[src/rtl/dtp_pkg.sv]
// ----------------------------------------------------------------------------
// dtp_pkg
// Shared types and constants for the date-time text parser: field widths,
// character codes and the field stage encoding.
// ----------------------------------------------------------------------------
package dtp_pkg;

    // Width of each time field (hour, minute, second, millisecond)
    localparam int TIME_BITS  = 16;
    localparam int YEAR_BITS  = 14;
    localparam int MONTH_BITS = 7;
    localparam int DAY_BITS   = 7;

    // Accumulator must hold a four-digit year as well as a time field
    localparam int ACC_BITS   = (TIME_BITS > YEAR_BITS) ? TIME_BITS : YEAR_BITS;

    // Result packing
    localparam int OUT_BITS   = YEAR_BITS + MONTH_BITS + DAY_BITS + 4 * TIME_BITS;
    localparam int OUT_TDATA_BITS = ((OUT_BITS + 7) / 8) * 8;
    localparam int CHAR_BITS  = 8;

    // Character codes
    localparam logic [CHAR_BITS-1:0] CHAR_NUL   = 8'h00;
    localparam logic [CHAR_BITS-1:0] CHAR_ZERO  = 8'h30;
    localparam logic [CHAR_BITS-1:0] CHAR_NINE  = 8'h39;
    localparam logic [CHAR_BITS-1:0] CHAR_COLON = 8'h3A;
    localparam logic [CHAR_BITS-1:0] CHAR_DOT   = 8'h2E;

    // Digit limits of the date fields
    localparam logic [2:0] YEAR_DIGITS = 3'd4;
    localparam logic [2:0] DATE_DIGITS = 3'd2;

    // Field being filled
    typedef enum logic [2:0] {
        STG_YEAR   = 3'd0,
        STG_MONTH  = 3'd1,
        STG_DAY    = 3'd2,
        STG_HOUR   = 3'd3,
        STG_MINUTE = 3'd4,
        STG_SECOND = 3'd5,
        STG_MILLI  = 3'd6,
        STG_DONE   = 3'd7
    } stage_t;

endpackage

[src/rtl/datetime_text_parser.sv]
// ----------------------------------------------------------------------------
// datetime_text_parser
// Parses a zero-terminated date-time string, one character per beat, into
// year, month, day, hour, minute, second and millisecond fields.
// ----------------------------------------------------------------------------
//  Channel  | Dir | tdata fields (lowest bit up)                | Beat
//  ---------+-----+---------------------------------------------+----------------
//  s_       | in  | char_code[7:0]                              | one character
//  m_       | out | year, month, day, hour, minute, second, ms  | one per string
//
//  One character is taken per cycle while no terminator stalls; the field
//  update is a single multiply-by-ten and add on the registered character,
//  and a new character may enter as the held one is consumed.
//  Reset (aresetn low, synchronous) clears all field state and empties both
//  the input and the result register.
//  A terminator stalls the input register only while an earlier result still
//  waits in the result register; other characters never stall.
// ----------------------------------------------------------------------------
module datetime_text_parser (
    input  logic                               aclk,
    input  logic                               aresetn,
    input  logic                               s_tvalid,
    output logic                               s_tready,
    input  logic [dtp_pkg::CHAR_BITS-1:0]      s_tdata,  // char_code[7:0]
    output logic                               m_tvalid,
    input  logic                               m_tready,
    // year_value[13:0], month_value[20:14], day_value[27:21],
    // hour_value[43:28], minute_value[59:44], second_value[75:60],
    // milli_value[91:76], zero fill above
    output logic [dtp_pkg::OUT_TDATA_BITS-1:0] m_tdata
);
    import dtp_pkg::*;

    localparam logic [TIME_BITS-1:0] TIME_MAX = {TIME_BITS{1'b1}};
    localparam int MUL_BITS = ACC_BITS + 4;

    // Input register
    logic                  in_vld_reg;
    logic [CHAR_BITS-1:0]  in_char_reg;

    // Field state
    stage_t                stage_reg, stage_next;
    logic [ACC_BITS-1:0]   acc_reg, acc_next;
    logic [2:0]            cnt_reg, cnt_next;
    logic [YEAR_BITS-1:0]  year_reg, year_next;
    logic [MONTH_BITS-1:0] month_reg, month_next;
    logic [DAY_BITS-1:0]   day_reg, day_next;
    logic [TIME_BITS-1:0]  hour_reg, hour_next;
    logic [TIME_BITS-1:0]  minute_reg, minute_next;
    logic [TIME_BITS-1:0]  second_reg, second_next;

    // Result register
    logic                      m_vld_reg;
    logic [OUT_TDATA_BITS-1:0] m_data_reg, m_data_next;

    logic                 is_digit;
    logic                 is_sep;
    logic                 is_nul;
    logic [3:0]           digit;
    logic [MUL_BITS-1:0]  mul;
    logic [TIME_BITS-1:0] sat;
    logic [2:0]           limit;
    logic [TIME_BITS-1:0] milli;
    logic                 out_free;
    logic                 consume;

    // Classify the held character
    assign is_nul   = (in_char_reg == CHAR_NUL);
    assign is_digit = (in_char_reg >= CHAR_ZERO) && (in_char_reg <= CHAR_NINE);
    assign is_sep   = (in_char_reg == CHAR_COLON) || (in_char_reg == CHAR_DOT) || is_nul;
    assign digit    = is_digit ? 4'(in_char_reg - CHAR_ZERO) : 4'd0;

    // Decimal accumulate and time-field saturation
    assign mul   = MUL_BITS'(acc_reg) * MUL_BITS'(10) + MUL_BITS'(digit);
    assign sat   = (mul > MUL_BITS'(TIME_MAX)) ? TIME_MAX : mul[TIME_BITS-1:0];
    assign limit = (stage_reg == STG_YEAR) ? YEAR_DIGITS : DATE_DIGITS;

    // Handshake: a terminator needs room in the result register
    assign out_free = !m_vld_reg || m_tready;
    assign consume  = in_vld_reg && (!is_nul || out_free);
    assign s_tready = !in_vld_reg || consume;
    assign m_tvalid = m_vld_reg;
    assign m_tdata  = m_data_reg;

    // Next field state for the held character
    always_comb begin
        stage_next  = stage_reg;
        acc_next    = acc_reg;
        cnt_next    = cnt_reg;
        year_next   = year_reg;
        month_next  = month_reg;
        day_next    = day_reg;
        hour_next   = hour_reg;
        minute_next = minute_reg;
        second_next = second_reg;

        case (stage_reg)
            STG_YEAR, STG_MONTH, STG_DAY: begin
                if (is_digit && (cnt_reg < limit)) begin
                    acc_next = mul[ACC_BITS-1:0];
                    cnt_next = cnt_reg + 3'd1;
                end else begin
                    // close the date field; a surplus digit opens the next one
                    case (stage_reg)
                        STG_YEAR:  year_next  = acc_reg[YEAR_BITS-1:0];
                        STG_MONTH: month_next = acc_reg[MONTH_BITS-1:0];
                        default:   day_next   = acc_reg[DAY_BITS-1:0];
                    endcase
                    acc_next   = ACC_BITS'(digit);
                    cnt_next   = is_digit ? 3'd1 : 3'd0;
                    stage_next = stage_t'(stage_reg + 3'd1);
                end
            end
            STG_HOUR, STG_MINUTE, STG_SECOND, STG_MILLI: begin
                if (is_digit) begin
                    acc_next = ACC_BITS'(sat);
                end else if (is_sep) begin
                    case (stage_reg)
                        STG_HOUR:   hour_next   = acc_reg[TIME_BITS-1:0];
                        STG_MINUTE: minute_next = acc_reg[TIME_BITS-1:0];
                        STG_SECOND: second_next = acc_reg[TIME_BITS-1:0];
                        default:    ;
                    endcase
                    // millisecond stays in the accumulator
                    if (stage_reg != STG_MILLI) begin
                        acc_next = '0;
                    end
                    cnt_next   = 3'd0;
                    stage_next = stage_t'(stage_reg + 3'd1);
                end
            end
            default: ;
        endcase
    end

    // Pack the result from the updated fields
    always_comb begin
        milli       = (stage_next == STG_DONE) ? acc_next[TIME_BITS-1:0] : '0;
        m_data_next = OUT_TDATA_BITS'({milli, second_next, minute_next, hour_next,
                                       day_next, month_next, year_next});
    end

    // Input register
    always_ff @(posedge aclk) begin
        if (!aresetn) begin
            in_vld_reg <= 1'b0;
        end else if (s_tready) begin
            in_vld_reg <= s_tvalid;
        end
        if (s_tready && s_tvalid) begin
            in_char_reg <= s_tdata;
        end
    end

    // Field state: advance per character, clear at the terminator
    always_ff @(posedge aclk) begin
        if (!aresetn || (consume && is_nul)) begin
            stage_reg  <= STG_YEAR;
            acc_reg    <= '0;
            cnt_reg    <= 3'd0;
            year_reg   <= '0;
            month_reg  <= '0;
            day_reg    <= '0;
            hour_reg   <= '0;
            minute_reg <= '0;
            second_reg <= '0;
        end else if (consume) begin
            stage_reg  <= stage_next;
            acc_reg    <= acc_next;
            cnt_reg    <= cnt_next;
            year_reg   <= year_next;
            month_reg  <= month_next;
            day_reg    <= day_next;
            hour_reg   <= hour_next;
            minute_reg <= minute_next;
            second_reg <= second_next;
        end
    end

    // Result register: load at the terminator, drop when taken
    always_ff @(posedge aclk) begin
        if (!aresetn) begin
            m_vld_reg <= 1'b0;
        end else if (consume && is_nul) begin
            m_vld_reg <= 1'b1;
        end else if (m_tready) begin
            m_vld_reg <= 1'b0;
        end
        if (consume && is_nul) begin
            m_data_reg <= m_data_next;
        end
    end

endmodule

[config.mk]
export PLATFORM = sky130hd
export DESIGN_NAME = datetime_text_parser
export DESIGN_NICKNAME = d
export VERILOG_FILES = /design/src/rtl/dtp_pkg.sv /design/src/rtl/datetime_text_parser.sv
export SDC_FILE = /design/constraint.sdc
export NUM_CORES = 1
export LEC_CHECK = 0
export ABC_AREA = 1
export BUFFER_PORTS_ARGS = -buffer_cell sky130_fd_sc_hd__buf_4
export CAP_MARGIN = 5
export CORE_ASPECT_RATIO = 1.5
export CORE_UTILIZATION = 38
export CTS_CLUSTER_DIAMETER = 80
export DETAILED_ROUTE_END_ITERATION = 16
export PLACE_DENSITY = 0.65
export SKIP_CTS_REPAIR_TIMING = 1
export SYNTH_ARGS = -nofsm -noshare
export SYNTH_HDL_FRONTEND = slang
export SYNTH_SLANG_ARGS = --single-unit
[constraint.sdc]
create_clock -name aclk -period 8.9 [get_ports aclk]
set_clock_uncertainty 0.15 [all_clocks]
set_input_delay 0.445 -clock aclk [delete_from_list [all_inputs] [get_ports aclk]]
set_output_delay 0.445 -clock aclk [all_outputs]
set_load 0.05 [all_outputs]
Word-level counts from Yosys, hierarchy flattened

Index checks and enable logic that the tools add are counted.

Register bits: 200
Input port bits: 12
Output and inout port bits: 98
Logic and storage cells: 98

$add $sub $neg: 4
$mul: 1
$lt $le $gt $ge: 4
Equality and inequality tests: 12
Muxes and demuxes: 40
Reductions and logical operators: 23

Operators by type and width:

| operator              | number |
|---|---|
| $mux 16               | 17 |
| $mux 14               | 3 |
| $mux 7                | 6 |
| $pmux 16 s2           | 1 |
| $mux 3                | 7 |
| $add 20x4->20         | 1 |
| $gt 20x16->1 const B  | 1 |
| $mul 16x3->19 const B | 1 |
| $eq 8x6->1 const B    | 2 |
| $eq 3x3->1 const B    | 4 |
| $pmux 3 s2            | 2 |
| $ge 8x6->1 const B    | 1 |
| $le 8x6->1 const B    | 1 |
| $logic_not 8->1       | 1 |
| $add 3x1->3 const B   | 2 |
| $eq 3x2->1 const B    | 2 |
| $logic_or 1x1->1      | 6 |
| $logic_and 1x1->1     | 5 |
| $logic_not 1->1       | 4 |
| $mux 4                | 1 |
| $ne 2x2->1 const B    | 2 |
| $reduce_and 4->1      | 1 |
| $reduce_bool 2->1     | 2 |
| $reduce_or 4->1       | 1 |
| other kinds (8)       | 10 |

Logic depth before layout (Yosys ltp)

Word-level depth: 8
Mapped depth: 25
Gate-level depth less buffers: 25

Least setup slack after synthesis

Ideal clock, no wire load.

Path type: flip-flop to flip-flop
Start: register in_char_reg[6]
End: register m_data_reg[0] (netlist: m_tdata[0]), enable pin
Library setup time: 446 ps
Arrival time: 2,796 ps
Data required time: 8,304 ps
Slack: 5,509 ps
Stages on the path, launching flop included: 8
Path buffers: 0
Period minus slack after synthesis: 3,391 ps
Path through: edfxtp_1 > nor2_1 > inv_1 > nor4_1 > nand2_1 > inv_1 > nand2_1 > inv_1

Longest elaborated chain between the ends: 5

Ends and longest elaborated chain:

| element                  | line                        | source |
|---|---|---|
| start: declaration       | datetime_text_parser.sv:39  | `logic [CHAR_BITS-1:0] in_char_reg;` |
| start signal: assignment | datetime_text_parser.sv:151 | `in_char_reg <= s_tdata;` |
| $logic_not 8->1 (*)      | datetime_text_parser.sv:68  | `assign is_nul = (in_char_reg == CHAR_NUL);` |
| $logic_not 1->1          | datetime_text_parser.sv:80  | `assign consume = in_vld_reg && (!is_nul \|\| out_free);` |
| $logic_or 1x1->1         | datetime_text_parser.sv:80  |  |
| $logic_and 1x1->1        | datetime_text_parser.sv:80  |  |
| $logic_and 1x1->1 (*)    | datetime_text_parser.sv:189 | `if (consume && is_nul) begin` |
| end signal: assignment   | datetime_text_parser.sv:190 | `m_data_reg <= m_data_next;` |
| end: declaration         | datetime_text_parser.sv:54  | `logic [OUT_TDATA_BITS-1:0] m_data_reg, m_data_next;` |

Every way passes the cells marked *; elsewhere a longest branch is shown, timed or not.
A chain may end at the register's enable or synchronous reset.

Worst setup path in the final report

Start: register in_char_reg[0]
End: register m_data_reg[86] (netlist: m_tdata[86]), data pin

Longest elaborated chain between the ends: 8
Elaborated cells between the ends (all ways): 23
Those cells by class: 2 x add/sub; 3 x order compare; 3 x eq/ne; 10 x mux; 5 x reduce/logical

Ends and longest elaborated chain:

| element                                  | line                        | source |
|---|---|---|
| $ge 8x6->1 or $le 8x6->1 (tied branches) | datetime_text_parser.sv:69  | `assign is_digit = (in_char_reg >= CHAR_ZERO) && (in_char_reg <= CHAR_NINE);` |
| $logic_and 1x1->1                        | datetime_text_parser.sv:69  |  |
| $mux 4                                   | datetime_text_parser.sv:71  | `assign digit = is_digit ? 4'(in_char_reg - CHAR_ZERO) : 4'd0;` |
| $add 20x4->20                            | datetime_text_parser.sv:74  | `assign mul = MUL_BITS'(acc_reg) * MUL_BITS'(10) + MUL_BITS'(digit);` |
| $gt 20x16->1                             | datetime_text_parser.sv:75  | `assign sat = (mul > MUL_BITS'(TIME_MAX)) ? TIME_MAX : mul[TIME_BITS-1:0];` |
| $mux 16                                  | datetime_text_parser.sv:75  |  |
| $mux 16                                  | datetime_text_parser.sv:115 | `if (is_digit) begin` |
| $pmux 16 s2                              | datetime_text_parser.sv:97  | `case (stage_reg)` |

Several ways; a longest one is shown, not always the timed one.

==> flow_metrics.tcl <==
set metrics [dict create \
    num_rows 73 \
    drt_wl_total_um 26200 \
    fin_tns_setup_ns 0 \
    synth_top_area_cell "edfxtp_1" \
    crit_path_top_delay_cell "inv_1" \
    gp_congestion 0.903 \
    grt_pass1_vias 8159 \
    num_vias 8828 \
    synth_cells 1316 \
    ys_ff_latch 200 \
    clockBufferDepth 2 \
    synth_edf_count 100 \
    yosys.area_share.simple 0.234 \
    status "completed" \
    hold_violations 0 \
    drive_gt1_frac 0.152 \
    grt.total_usage 0.191 \
    min_period_ns 4.63 \
    critical_path.max_fanout 32 \
    postRouteAntennaNets 0 \
    max_slew_margin 0.310 \
    synthAdderAreaFrac 0.0494 \
    initial_core_util 0.390 \
    place_ws_ns 4.34 \
    grt.busiest_layer "met2" \
    irDropWorstVdd_mv 0.103 \
    die_area_sq_mm 0.0281 \
    hold_class "in -> reg" \
    io_pins 110 \
    insertion_delay_ns 0.43 \
    synth_common_cells "nand2_1, inv_1, nor2_1" \
    start_kind "flop" \
    grt_max_degree 84 \
    htree_levels 4 \
    grt_pass1_wl_um 41400 \
    core_sq_mm 0.0268 \
    synth_top_area_share 0.288 \
    met2_usage 0.339 \
    async_reset_ff_frac 0 \
    synth.most_common_cell "nand2_1" \
    clk_pin_slew_ns 0.07 \
    power_mw 2.06 \
    met3_usage 0.0210 \
    die-width_um 137 \
    drtIter0Drc 737 \
    rsz0062_at_grt "false" \
    drv_cap 0 \
    path_cells "inv_1 -> a31oi_1 -> a211oi_4 -> inv_1 -> nor2_1 -> ha_1 -> a21o_1 -> nand2_1 -> nand2_1 -> nand2_2 -> nor2_8 -> inv_2 -> nor2_4 -> nand3_2 -> o21ai_4 -> nand3_1 -> a21oi_1 -> nor2_1" \
    use_met1 0.231 \
    synth_area_per_cell_sq_um 7.93 \
    drtPass1Iterations 5 \
    syn_area_sq_mm 0.0104 \
    synth_top_family_by_area "simple AND/OR/NAND/NOR gates" \
    synth_flop_cell "edfxtp_1" \
    cts_buffers 17 \
    synth_mux_area_frac 0 \
    drc 0 \
    ys_warn_count 0 \
    hpwl_um 18200 \
    synth-xor-area-share 0.00587 \
    cts-root-buf "clkbuf_16" \
    p_leak_nw 5.47 \
    p_per_area_mw_per_mm2 171 \
    cts_sinks 200 \
    postLayoutCoreUtil 0.449 \
    ys_seq_area_frac 0.480 \
    viasPerCell 5.07 \
    fp.dieH_um 205 \
    cp.arrival_ns 4.65 \
    setup.worst_path.class "reg -> reg" \
    area_growth_pct 15.1 \
    synth_compound_area_frac 0.134 \
    worst_pin_slew_ns 1.03 \
    grt.overflow.total 0 \
    crit_buf_inv 3 \
    fin_crit_sh 0.521 \
    cp.required_ns 8.92 \
    yosysUniqueCellTypes 46 \
    maxSlewViolCount 0 \
    max_freq_mhz 216 \
    largest_register_ffs 92 \
    cts_tree "yes" \
    nNetsFinal 1442 \
    placed_area_sq_mm 0.0114 \
    postLayoutCellArea_sq_mm 0.0120 \
    num_antenna_cells 0 \
    cp-end-kind "flop" \
    setup_violations 0 \
    portBuffers 105 \
    critPathMaxStageDelay_ns 0.79 \
    synthTopCellsByArea "edfxtp_1, dfxtp_1, nand2_1" \
    wl_per_cell_um 15.0 \
    antenna_found_initial 0 \
    worst_slack_ns 4.27 \
    cp_top_family "compound AO/OA/AOI/OAI gates" \
]
==> final cells by class <==
type	instances	area, sq um
clock inverters	14	136
well taps	337	422
flip-flops and latches	200	5000
multi-input cells	863	4440
clock buffers	18	439
inverters	198	746
fillers	2620	14700
repair buffers	110	826
==> final timing paths <==
check	endpoint	start	cells past startpoint	slack, ns
hold / removal	in_char_reg[6]	s_tdata[6]	1	0.03
setup / recovery	m_tdata[86]	in_char_reg[0]	18	4.27
hold reg to reg	m_tvalid	m_tvalid	2	0.35
setup reg to reg	m_tdata[86]	in_char_reg[0]	18	4.27
==> power by group <==
| group | internal, mW | switching [mW] | leakage, nW |
|---|---|---|---|
| registers | 0.998 | 0.0221 | 1.67 |
| clock network | 0.401 | 0.356 | 0.280 |
| logic | 0.0807 | 0.197 | 3.51 |
==> metrics by stage <==
step / hold WS [ns] / instances
after CTS: 0.0247 / 1740
after global placement: 0.338 / 1708
final: 0.0333 / 1740
after floorplan: 0.333 / 1319
after detailed placement: 0.337 / 1708
after global routing: 0.0200 / 1740
==> cell usage in the layout (no fill, tap or decap), drive strengths merged, types with 4 or more instances in the layout <==
master  synthesis  layout
nor2          199     199
ha             38      38
inv           196     202
buf            18     110
clkbuf         40      18
conb            1       4
nand3          63      63
edfxtp        100     100
o22ai           4       4
nand2         264     264
nor3            5       5
clkinv          2       7
a31oi           4       4
nand3b          6       6
xor2            4       4
a21oi          74      74
nand4          11      11
dfxtp         100     100
o21ai         169     169
==> logic make-up after synthesis <==
logic type                 after synthesis
buffers and inverters                  256
other                                    1
DFF                                    200
xor gates and xnor gates                 7
and+or+nand+nor                        552
AOI/OAI and AO/OA                      260
adders and majority gates               40
==> routing by layer <==
layer / wire length (um) / up-vias
met5: 0 / -
met4: 743 / 0
met3: 1010 / 48
met2: 13500 / 225
met1: 10900 / 4169
li1: - / 4386
No activity file was read; power rests on OpenSTA's default activity.
